--- config.mk ---
export PLATFORM = sky130hd
export DESIGN_NAME = selective_repeat_receive_window_top
export DESIGN_NICKNAME = d
export VERILOG_FILES = /design/src/rtl/core/srrw_pkg.sv /design/src/rtl/core/srrw_div.sv /design/src/rtl/core/selective_repeat_receive_window_top.sv
export SDC_FILE = /design/constraint.sdc
export NUM_CORES = 1
export LEC_CHECK = 0
export BUFFER_PORTS_ARGS = -buffer_cell sky130_fd_sc_hd__buf_4
export CORE_ASPECT_RATIO = 2
export CORE_MARGIN = 3
export CORE_UTILIZATION = 55
export DETAILED_ROUTE_END_ITERATION = 6
export PLACE_DENSITY = 0.74
export SETUP_SLACK_MARGIN = 0.4
export SLEW_MARGIN = 20
export SYNTH_ARGS = -nofsm -noshare
export SYNTH_HDL_FRONTEND = slang
export SYNTH_SLANG_ARGS = --single-unit
--- constraint.sdc ---
create_clock -name clk -period 21.3 [get_ports clk]
set_input_delay 0 -clock clk [delete_from_list [all_inputs] [get_ports clk]]
set_output_delay 0 -clock clk [all_outputs]
set_load 0.02 [all_outputs]
--- src/rtl/core/srrw_pkg.sv ---
// Shared types, constants and helpers for the selective-repeat receive window.
`timescale 1ns / 1ps
`default_nettype none

package srrw_pkg;

  localparam int WINDOW_SLOTS = 64;
  localparam int SLOT_W       = $clog2(WINDOW_SLOTS);
  localparam int SIZE_W       = $clog2(WINDOW_SLOTS + 1);

  // shared divider widths
  localparam int DVD_W = 31;
  localparam int DVS_W = 16;
  localparam int CNT_W = $clog2(DVD_W);

  localparam int OFS_W = 31;
  localparam int LEN_W = 16;
  localparam int REQ_W = 32;

  typedef enum logic [1:0] {
    OP_SEG = 2'd0,
    OP_ADV = 2'd1,
    OP_REQ = 2'd2
  } op_t;

  typedef enum logic [2:0] {
    RC_IGNORED  = 3'd0,
    RC_HEAD     = 3'd1,
    RC_AHEAD    = 3'd2,
    RC_DUP      = 3'd3,
    RC_ADVANCED = 3'd4,
    RC_REQUEST  = 3'd5,
    RC_NONE     = 3'd6
  } rcode_t;

  typedef struct packed {
    logic             start;
    logic [DVD_W-1:0] dividend;
    logic [DVS_W-1:0] divisor;
  } div_req_t;

  typedef struct packed {
    logic             done;
    logic [DVD_W-1:0] quot;
    logic [DVS_W-1:0] rem;
  } div_rsp_t;

  // window size limited to 1..WINDOW_SLOTS
  function automatic logic [SIZE_W-1:0] clamp_size(input logic [15:0] v);
    logic [SIZE_W-1:0] r;
    if (v == 16'd0) begin
      r = SIZE_W'(1);
    end else if (v > 16'(WINDOW_SLOTS)) begin
      r = SIZE_W'(WINDOW_SLOTS);
    end else begin
      r = v[SIZE_W-1:0];
    end
    return r;
  endfunction

endpackage

`default_nettype wire

--- src/rtl/core/srrw_div.sv ---
// Restoring divider, one quotient bit per cycle, shared by all operations.
`timescale 1ns / 1ps
`default_nettype none

module srrw_div
  import srrw_pkg::*;
(
  input  wire logic     clk,
  input  wire logic     rst_n,
  input  wire div_req_t req,
  output div_rsp_t      rsp
);

  logic             busy_r;
  logic             done_r;
  logic [CNT_W-1:0] cnt_r;
  logic [DVD_W-1:0] dvd_r;
  logic [DVS_W-1:0] rem_r;
  logic [DVS_W-1:0] dvs_r;

  logic [DVS_W:0]   trial;
  logic             qbit;
  logic [DVS_W-1:0] rem_nxt;

  always_comb begin
    trial = {rem_r, dvd_r[DVD_W-1]};
    qbit  = (trial >= {1'b0, dvs_r});
    if (qbit) begin
      rem_nxt = DVS_W'(trial - {1'b0, dvs_r});
    end else begin
      rem_nxt = trial[DVS_W-1:0];
    end
  end

  always_ff @(posedge clk) begin
    done_r <= 1'b0;
    if (!rst_n) begin
      busy_r <= 1'b0;
    end else if (req.start) begin
      busy_r <= 1'b1;
      cnt_r  <= CNT_W'(DVD_W - 1);
      dvd_r  <= req.dividend;
      dvs_r  <= req.divisor;
      rem_r  <= '0;
    end else if (busy_r) begin
      dvd_r <= {dvd_r[DVD_W-2:0], qbit};
      rem_r <= rem_nxt;
      cnt_r <= cnt_r - CNT_W'(1);
      if (cnt_r == '0) begin
        busy_r <= 1'b0;
        done_r <= 1'b1;
      end
    end
  end

  assign rsp.done = done_r;
  assign rsp.quot = dvd_r;
  assign rsp.rem  = rem_r;

endmodule

`default_nettype wire

--- src/rtl/core/selective_repeat_receive_window_top.sv ---
// Top level of the selective-repeat receive window: sequencer, slot marks, result register.
`timescale 1ns / 1ps
`default_nettype none

// Receive side of a selective-repeat window. A ring of 64 received marks (flip-flops,
// cleared at reset, no clearing pass), a head slot and an active window size are kept.
// op 0 files a parsed segment header at the head slot or a slot ahead of it, op 1 walks
// the head over received slots, op 2 sets the window size and lists missing slots, one
// result word per missing slot with the final one flagged by out_last. All arithmetic
// that needs a modulo or a quotient goes through one shared restoring divider that
// yields one bit per cycle. Steps per input word: op 0 rejected at the header goes
// straight to its result; op 0 otherwise takes the head modulo, then the distance
// quotient unless it fills the head slot or has zero length; op 1 walks the head slot
// by slot and uses the divider only when the head sits beyond a shrunk window; op 2
// takes the head modulo and then scans every active slot. in_ready is high only while
// the sequencer is idle; the output register lets a new word in while the last result
// still waits.
// cfg_wdata is clamped to 1..64 and loads the active size at once.
module selective_repeat_receive_window_top
  import srrw_pkg::*;
(
  input  wire logic              clk,
  input  wire logic              rst_n,

  input  wire logic              cfg_we,
  input  wire logic [SIZE_W-1:0] cfg_wdata,

  input  wire logic              in_valid,
  output logic                   in_ready,
  input  wire logic [1:0]        in_op,
  input  wire logic [OFS_W-1:0]  in_window_start,
  input  wire logic [LEN_W-1:0]  in_expected_len,
  input  wire logic              in_seg_ok,
  input  wire logic              in_seg_from_peer,
  input  wire logic [OFS_W-1:0]  in_seg_start,
  input  wire logic [LEN_W-1:0]  in_seg_len,
  input  wire logic [15:0]       in_window_bound,

  output logic                   out_valid,
  input  wire logic              out_ready,
  output logic [2:0]             out_result_code,
  output logic                   out_store_packet,
  output logic [SIZE_W-1:0]      out_frames_moved,
  output logic [REQ_W-1:0]       out_req_start,
  output logic [LEN_W-1:0]       out_req_length,
  output logic                   out_last
);

  typedef enum logic [2:0] {
    S_IDLE,
    S_HMOD,   // head modulo active size
    S_SEG,    // head-slot check for a segment
    S_DIV,    // segment distance quotient
    S_ADV,    // walk the head
    S_AMOD,   // wrap an out-of-range head
    S_REQ,    // scan for missing slots
    S_EMIT    // final result of the word
  } st_t;

  st_t                state_r;
  logic [WINDOW_SLOTS-1:0] rec_r;
  logic [SLOT_W-1:0]  head_r;
  logic [SIZE_W-1:0]  active_r;

  // latched input word
  logic [1:0]         op_r;
  logic [OFS_W-1:0]   wstart_r;
  logic [OFS_W-1:0]   sstart_r;
  logic [LEN_W-1:0]   elen_r;

  // working registers
  logic [SLOT_W-1:0]  hs_r;
  logic [SLOT_W-1:0]  h_r;
  logic [SLOT_W-1:0]  slot_r;
  logic [SIZE_W-1:0]  moved_r;
  logic [SIZE_W-1:0]  i_r;
  logic [REQ_W-1:0]   rs_r;
  logic               have_r;

  // pending result
  logic [2:0]         res_code_r;
  logic               res_store_r;
  logic [SIZE_W-1:0]  res_moved_r;
  logic [REQ_W-1:0]   res_rs_r;
  logic [LEN_W-1:0]   res_rl_r;

  // output register
  logic               out_valid_r;
  logic [2:0]         out_code_r;
  logic               out_store_r;
  logic [SIZE_W-1:0]  out_moved_r;
  logic [REQ_W-1:0]   out_rs_r;
  logic [LEN_W-1:0]   out_rl_r;
  logic               out_last_r;

  // divider request
  logic               div_start_r;
  logic [DVD_W-1:0]   div_dvd_r;
  logic [DVS_W-1:0]   div_dvs_r;
  div_req_t           div_req;
  div_rsp_t           div_rsp;

  logic               out_free;
  logic               seg_reject;
  logic [SIZE_W-1:0]  bound_size;
  logic [SIZE_W-1:0]  seg_sum;
  logic [SLOT_W-1:0]  seg_slot;
  logic               dist_far;
  logic [SIZE_W-1:0]  h_inc;
  logic [SLOT_W-1:0]  h_wrap;
  logic [SIZE_W-1:0]  slot_inc;
  logic [SLOT_W-1:0]  slot_wrap;

  assign div_req.start    = div_start_r;
  assign div_req.dividend = div_dvd_r;
  assign div_req.divisor  = div_dvs_r;

  srrw_div u_div (
    .clk   (clk),
    .rst_n (rst_n),
    .req   (div_req),
    .rsp   (div_rsp)
  );

  always_comb begin
    out_free   = !out_valid_r || out_ready;
    seg_reject = !in_seg_ok || !in_seg_from_peer || (in_seg_start < in_window_start) ||
                 (in_seg_len != in_expected_len);
    bound_size = clamp_size(in_window_bound);

    // distance is below the active size whenever the slot is used
    dist_far = (div_rsp.quot >= DVD_W'(active_r));
    seg_sum  = SIZE_W'({1'b0, hs_r}) + div_rsp.quot[SIZE_W-1:0];
    if (seg_sum >= active_r) begin
      seg_slot = SLOT_W'(seg_sum - active_r);
    end else begin
      seg_slot = seg_sum[SLOT_W-1:0];
    end

    h_inc  = SIZE_W'({1'b0, h_r}) + SIZE_W'(1);
    h_wrap = (h_inc == active_r) ? '0 : h_inc[SLOT_W-1:0];

    slot_inc  = SIZE_W'({1'b0, slot_r}) + SIZE_W'(1);
    slot_wrap = (slot_inc == active_r) ? '0 : slot_inc[SLOT_W-1:0];
  end

  always_ff @(posedge clk) begin
    div_start_r <= 1'b0;
    if (!rst_n) begin
      state_r     <= S_IDLE;
      rec_r       <= '0;
      head_r      <= '0;
      active_r    <= SIZE_W'(WINDOW_SLOTS);
      out_valid_r <= 1'b0;
      have_r      <= 1'b0;
    end else begin
      if (out_valid_r && out_ready) begin
        out_valid_r <= 1'b0;
      end
      if (cfg_we) begin
        active_r <= clamp_size(16'(cfg_wdata));
      end

      unique case (state_r)
        S_IDLE: begin
          if (in_valid) begin
            op_r        <= in_op;
            wstart_r    <= in_window_start;
            sstart_r    <= in_seg_start;
            elen_r      <= in_expected_len;
            res_code_r  <= RC_IGNORED;
            res_store_r <= 1'b0;
            res_moved_r <= '0;
            res_rs_r    <= '0;
            res_rl_r    <= '0;
            unique case (in_op)
              OP_SEG: begin
                if (seg_reject) begin
                  state_r <= S_EMIT;
                end else begin
                  div_start_r <= 1'b1;
                  div_dvd_r   <= DVD_W'(head_r);
                  div_dvs_r   <= DVS_W'(active_r);
                  state_r     <= S_HMOD;
                end
              end
              OP_ADV: begin
                h_r     <= head_r;
                moved_r <= '0;
                state_r <= S_ADV;
              end
              OP_REQ: begin
                active_r    <= bound_size;
                div_start_r <= 1'b1;
                div_dvd_r   <= DVD_W'(head_r);
                div_dvs_r   <= DVS_W'(bound_size);
                state_r     <= S_HMOD;
              end
              default: begin
                state_r <= S_EMIT;
              end
            endcase
          end
        end

        S_HMOD: begin
          if (div_rsp.done) begin
            hs_r <= div_rsp.rem[SLOT_W-1:0];
            if (op_r == OP_REQ) begin
              slot_r  <= div_rsp.rem[SLOT_W-1:0];
              i_r     <= '0;
              rs_r    <= REQ_W'(wstart_r);
              have_r  <= 1'b0;
              state_r <= S_REQ;
            end else begin
              state_r <= S_SEG;
            end
          end
        end

        S_SEG: begin
          priority if (sstart_r == wstart_r && !rec_r[hs_r]) begin
            rec_r[hs_r] <= 1'b1;
            res_code_r  <= RC_HEAD;
            res_store_r <= 1'b1;
            state_r     <= S_EMIT;
          end else if (elen_r == '0) begin
            res_code_r <= RC_DUP;
            state_r    <= S_EMIT;
          end else begin
            div_start_r <= 1'b1;
            div_dvd_r   <= sstart_r - wstart_r;
            div_dvs_r   <= elen_r;
            state_r     <= S_DIV;
          end
        end

        S_DIV: begin
          if (div_rsp.done) begin
            priority if (dist_far || rec_r[seg_slot]) begin
              res_code_r <= RC_DUP;
            end else begin
              rec_r[seg_slot] <= 1'b1;
              res_code_r      <= RC_AHEAD;
              res_store_r     <= 1'b1;
            end
            state_r <= S_EMIT;
          end
        end

        S_ADV: begin
          if (moved_r < active_r && rec_r[h_r]) begin
            rec_r[h_r] <= 1'b0;
            moved_r    <= moved_r + SIZE_W'(1);
            if (SIZE_W'({1'b0, h_r}) >= active_r) begin
              // head left over from a shrink: needs a true modulo
              div_start_r <= 1'b1;
              div_dvd_r   <= DVD_W'(h_inc);
              div_dvs_r   <= DVS_W'(active_r);
              state_r     <= S_AMOD;
            end else begin
              h_r <= h_wrap;
            end
          end else begin
            head_r      <= h_r;
            res_code_r  <= RC_ADVANCED;
            res_moved_r <= moved_r;
            state_r     <= S_EMIT;
          end
        end

        S_AMOD: begin
          if (div_rsp.done) begin
            h_r     <= div_rsp.rem[SLOT_W-1:0];
            state_r <= S_ADV;
          end
        end

        S_REQ: begin
          // one request is held back so the final one can carry last
          if (i_r < active_r) begin
            if (!(rec_r[slot_r] == 1'b0 && have_r && !out_free)) begin
              if (!rec_r[slot_r]) begin
                if (have_r) begin
                  out_valid_r <= 1'b1;
                  out_code_r  <= res_code_r;
                  out_store_r <= 1'b0;
                  out_moved_r <= '0;
                  out_rs_r    <= res_rs_r;
                  out_rl_r    <= res_rl_r;
                  out_last_r  <= 1'b0;
                end
                res_code_r <= RC_REQUEST;
                res_rs_r   <= rs_r;
                res_rl_r   <= elen_r;
                have_r     <= 1'b1;
              end
              i_r    <= i_r + SIZE_W'(1);
              rs_r   <= rs_r + REQ_W'(elen_r);
              slot_r <= slot_wrap;
            end
          end else begin
            if (!have_r) begin
              res_code_r <= RC_NONE;
            end
            state_r <= S_EMIT;
          end
        end

        S_EMIT: begin
          if (out_free) begin
            out_valid_r <= 1'b1;
            out_code_r  <= res_code_r;
            out_store_r <= res_store_r;
            out_moved_r <= res_moved_r;
            out_rs_r    <= res_rs_r;
            out_rl_r    <= res_rl_r;
            out_last_r  <= 1'b1;
            state_r     <= S_IDLE;
          end
        end

        default: begin
          state_r <= S_IDLE;
        end
      endcase
    end
  end

  assign in_ready         = (state_r == S_IDLE);
  assign out_valid        = out_valid_r;
  assign out_result_code  = out_code_r;
  assign out_store_packet = out_store_r;
  assign out_frames_moved = out_moved_r;
  assign out_req_start    = out_rs_r;
  assign out_req_length   = out_rl_r;
  assign out_last         = out_last_r;

endmodule

`default_nettype wire

==> impl_metrics.toml <==
[synth]
netlist-cell-type-count = 105
edff_count_synth = 378
synth_top_area_cell = "sky130_fd_sc_hd__edfxtp_1"
area_of_the_mapped_netlist_um2 = 27900
async_reset_ff_share_pct = 0
yosysWarningCount = 0
synthesized_nets = 2843
synth_top_cell_area_share_pct = 40.7
number_of_instances_in_the_synthesized_netlist = 2577
mean_syn_cell_area_um2 = 10.8
ys_seq_area_share_pct = 46.8
synth_area_leaders = "sky130_fd_sc_hd__edfxtp_1, sky130_fd_sc_hd__dfxtp_1, sky130_fd_sc_hd__ha_1, sky130_fd_sc_hd__mux4_2, sky130_fd_sc_hd__nand2_1"
synth_seq_cells = 463
postSynth.topFlopCell = "sky130_fd_sc_hd__edfxtp_1"

[sta]
final.setup.worst_slack_ps = 13980
fin_worst_skew_ps = 36.0
clock.fmax_mhz = 137
period_needed_ps = 7320
period_share_pct = 34.4
hold_viol_final = 0
grt_setup_unrepaired = "no"
fin_tns_setup_ps = 0
report.final.slew_viol_count = 0
max_slew.worst_pin.slew_ps = 1180
worst_slew_margin_rel_pct = 20.9
setup_viol = 0

[cts]
clock_sink_count = 463
post-cts-setup-buffers = 0
clock_insertion_delay_worst_skew_ps = 600
cts_tree = "yes"
clk_transition_reported_paths_ps = 70
cts_root_buffer = "sky130_fd_sc_hd__clkbuf_16"
clock_tree.buffer_depth = 3
h-tree-depth = 2
cts-buffers-inserted = 43
postCtsResizedCells = 0

[setup_path]
crit_arrival_ps = 7640
cp_num_buf_inv = 4
crit_path_cells = "buf_4, ha_1, inv_1, fa_1, nand2b_1, a21oi_1, xnor2_1, inv_1, ha_1, and4_1, o21ai_2, o21ai_2, mux2i_2, o211ai_1, o2111a_1, nor4_1, o2111a_2, buf_4, and2_1, a31o_1"
worstPathMaxFanout = 62
critical_path_slowest_stage_cell = "sky130_fd_sc_hd__mux2i_2"
setup.worst_path.start_class = "register"
cp_top_family = "compound AO/OA/AOI/OAI gates"
path_class = "reg2reg"
cp-end-kind = "register"
critical_path_required_ps = 21610
critical_path.max_stage_delay_ps = 860

[pwr]
power_report.internal_total_w = 0.00195
irDropWorstVdd_mv = 0.0826
sw_frac_of_total_pct = 37.6
finalPower_w = 0.00313
leakage_nw = 12.2
reg_power_share_pct = 40.3
combPwrFrac_pct = 34.1
cellPowerDensity_nw_per_um2 = 97.0
p_switching_w = 0.00118
clock_power_share_pct = 25.6

[placed_design]
io_port_bufs = 187
gp_congestion = 1.11
pre_cts_slack_ps = 14120
post-dp-hpwl_um = 81500

[die]
die_area_um2 = 53700
die_w_um = 165
std_cell_rows = 116
initial_utilization_pct = 55.8
die_height_um = 325
core_area_um2 = 50100
ios = 188

[cells_and_area]
register_area_um2 = 13100
fillCellCount = 3809
finish.net_count = 3075
synthToLayoutAreaGrowth_pct = 15.6
post_route_cells_drive_above_1_share_pct = 16.8
multi_input_comb_area_um2 = 13700
postLayoutCoreUtil_pct = 64.5

[global_routing]
grtUsageTotal_pct = 42.7
grt_antenna_before_repair = 7
grt-ovfl-total = 0
first_global_vias = 24233
grt_pass1_wl_um = 164000
grt_max_degree = 81

[routing]
wire_length_reported_by_the_detailed_router_um = 115000
final_antenna_net_count = 0
initial_detailed_routing_violation_count = 2481
routed-via-count = 24160
drt_drc = 7
drt-wirelength-per-cell_um = 32.7
route.detailed.vias_per_inst = 6.90
detail_route.first_pass.iterations = 7

[flow_run]
drv_cap = 0

[status]
failed_checks = "design-rule violations"
run_status = "finished, violations left"

[hold_path]
min-delay-path-class = "in2reg"
## power by group through the flow
stage | combinational [W] | sequential (W) | clock [W]
6_report | 0.00107 | 0.00126 | 0.000801
4_1_cts | 0.00102 | 0.00125 | 0.000804
5_1_grt | 0.00113 | 0.00126 | 0.000835
3_3_place_gp | 0.000973 | 0.00127 | 0
3_5_place_dp | 0.000997 | 0.00127 | 0
2_1_floorplan | 0.000702 | 0.00123 | 0
## metal layers
metal / share of wire [%] / up-vias / GRT usage (%)
li1: - / 10240 / -
met1: 28 / 11619 / 38.9
met2: 49 / 1606 / 69.5
met3: 8.3 / 693 / 12.8
met4: 14 / 2 / 46.8
met5: 0.0087 / - / 0
## layout by cell type (no fill, tap or decap), types with 14 or more instances in the layout
master	instances
sky130_fd_sc_hd__a211oi_1	22
sky130_fd_sc_hd__a21o_1	60
sky130_fd_sc_hd__a21oi_1	78
sky130_fd_sc_hd__a31oi_1	20
sky130_fd_sc_hd__a41oi_2	40
sky130_fd_sc_hd__and2_1	68
sky130_fd_sc_hd__and3_1	35
sky130_fd_sc_hd__buf_4	233
sky130_fd_sc_hd__clkbuf_16	45
sky130_fd_sc_hd__dfxtp_1	84
sky130_fd_sc_hd__dlygate4sd3_1	94
sky130_fd_sc_hd__edfxtp_1	378
sky130_fd_sc_hd__ha_1	135
sky130_fd_sc_hd__inv_1	145
sky130_fd_sc_hd__mux2_2	35
sky130_fd_sc_hd__mux2i_1	43
sky130_fd_sc_hd__mux4_2	38
sky130_fd_sc_hd__nand2_1	200
sky130_fd_sc_hd__nand2b_1	36
sky130_fd_sc_hd__nand3_1	77
sky130_fd_sc_hd__nand3b_1	29
sky130_fd_sc_hd__nand4_1	43
sky130_fd_sc_hd__nor2_1	170
sky130_fd_sc_hd__nor2b_1	24
sky130_fd_sc_hd__nor3_1	32
sky130_fd_sc_hd__nor3b_1	36
sky130_fd_sc_hd__nor4_1	18
sky130_fd_sc_hd__o211ai_1	57
sky130_fd_sc_hd__o21ai_0	88
sky130_fd_sc_hd__o221ai_1	14
sky130_fd_sc_hd__o22ai_1	68
sky130_fd_sc_hd__o311ai_0	18
sky130_fd_sc_hd__or3_1	14
sky130_fd_sc_hd__xnor2_1	72
sky130_fd_sc_hd__xor2_1	46
## per-stage QoR
stage / cells / hold WS (ps) / area (um^2)
final: 3503 / 28.2 / 32300
after global routing: 3498 / 37.9 / 32300
after CTS: 3490 / 11.7 / 32200
after detailed placement: 3317 / 189 / 29800
after global placement: 3317 / 188 / 29800
after floorplan: 2577 / 98.9 / 27900
## Yosys cell counts (all sizes together), types with 8 or more instances
| master | number |
|---|---|
| a21boi | 9 |
| and2 | 69 |
| clkbuf | 88 |
| o21bai | 9 |
| buf | 54 |
| a21o | 60 |
| nor2b | 24 |
| o22ai | 68 |
| xor2 | 46 |
| ha | 135 |
| nand4 | 43 |
| a2111oi | 8 |
| nand2 | 202 |
| o21ai | 95 |
| a21oi | 79 |
| a211oi | 27 |
| a31oi | 22 |
| o221ai | 14 |
| nor3 | 32 |
| a221oi | 8 |
| mux2i | 46 |
| nand3 | 78 |
| or2 | 13 |
| a41oi | 50 |
| or3 | 14 |
| nand3b | 29 |
| o21a | 13 |
| dfxtp | 85 |
| nor4 | 20 |
| mux4 | 38 |
| o311ai | 19 |
| edfxtp | 378 |
| xnor2 | 72 |
| nor2 | 178 |
| o211ai | 59 |
| nor3b | 36 |
| mux2 | 38 |
| nand2b | 36 |
| and3 | 36 |
| inv | 146 |
## repair_timing
item                       CTS  global route
hold buffers                94             0
setup endpoints to repair    0             0
hold endpoints to repair   116             0
## registers in the layout, indices dropped and copies added, names as in the netlist, 7 cells and up
name	cells
rec_r	64
out_req_start	32
res_rs_r	32
rs_r	32
div_dvd_r	31
sstart_r	31
u_div.dvd_r	31
wstart_r	31
div_dvs_r	16
elen_r	16
out_req_length	16
res_rl_r	16
u_div.dvs_r	16
u_div.rem_r	16
active_r	7
i_r	7
moved_r	7
out_frames_moved	7
res_moved_r	7
## worst min-delay path, cell delays in order
cell and delay [ps]:
sky130_fd_sc_hd__buf_4 90, sky130_fd_sc_hd__nor2_1 120, sky130_fd_sc_hd__o21ai_0 280
## area by class of cell
class | instances | share of cell area, %
Clock buffer | 57 | 3.72
Antenna cell | 11 | 0.0853
Clock inverter | 22 | 0.682
Tap cell | 649 | 2.52
Multi-Input combinational cell | 1826 | 42.4
Sequential cell | 463 | 40.4
Timing Repair Buffer | 329 | 8.44
Inverter | 146 | 1.70
## cell families after synthesis
kind of cell             Yosys count  synth area share, %
XOR/XNOR                         118                 3.70
AO/OA/AOI/OAI                    615                 16.9
flip-flops                       463                 46.8
AND/OR/NAND/NOR                  831                 15.3
adder cells (fa/ha/maj)          140                 6.41
multiplexers                     122                 6.33
buffers and inverters            288                 4.54
## worst paths after layout
path,startpoint,endpoint,slack [ps],cells past startpoint
hold / removal,in_window_bound[6],div_dvs_r[6],30,3
setup / recovery,hs_r[0],res_store_r,13980,20
hold reg to reg,res_rs_r[6],out_req_start[6],400,0
setup reg to reg,hs_r[0],res_store_r,13980,20
Note: power is estimated with default switching activity, not from simulation.
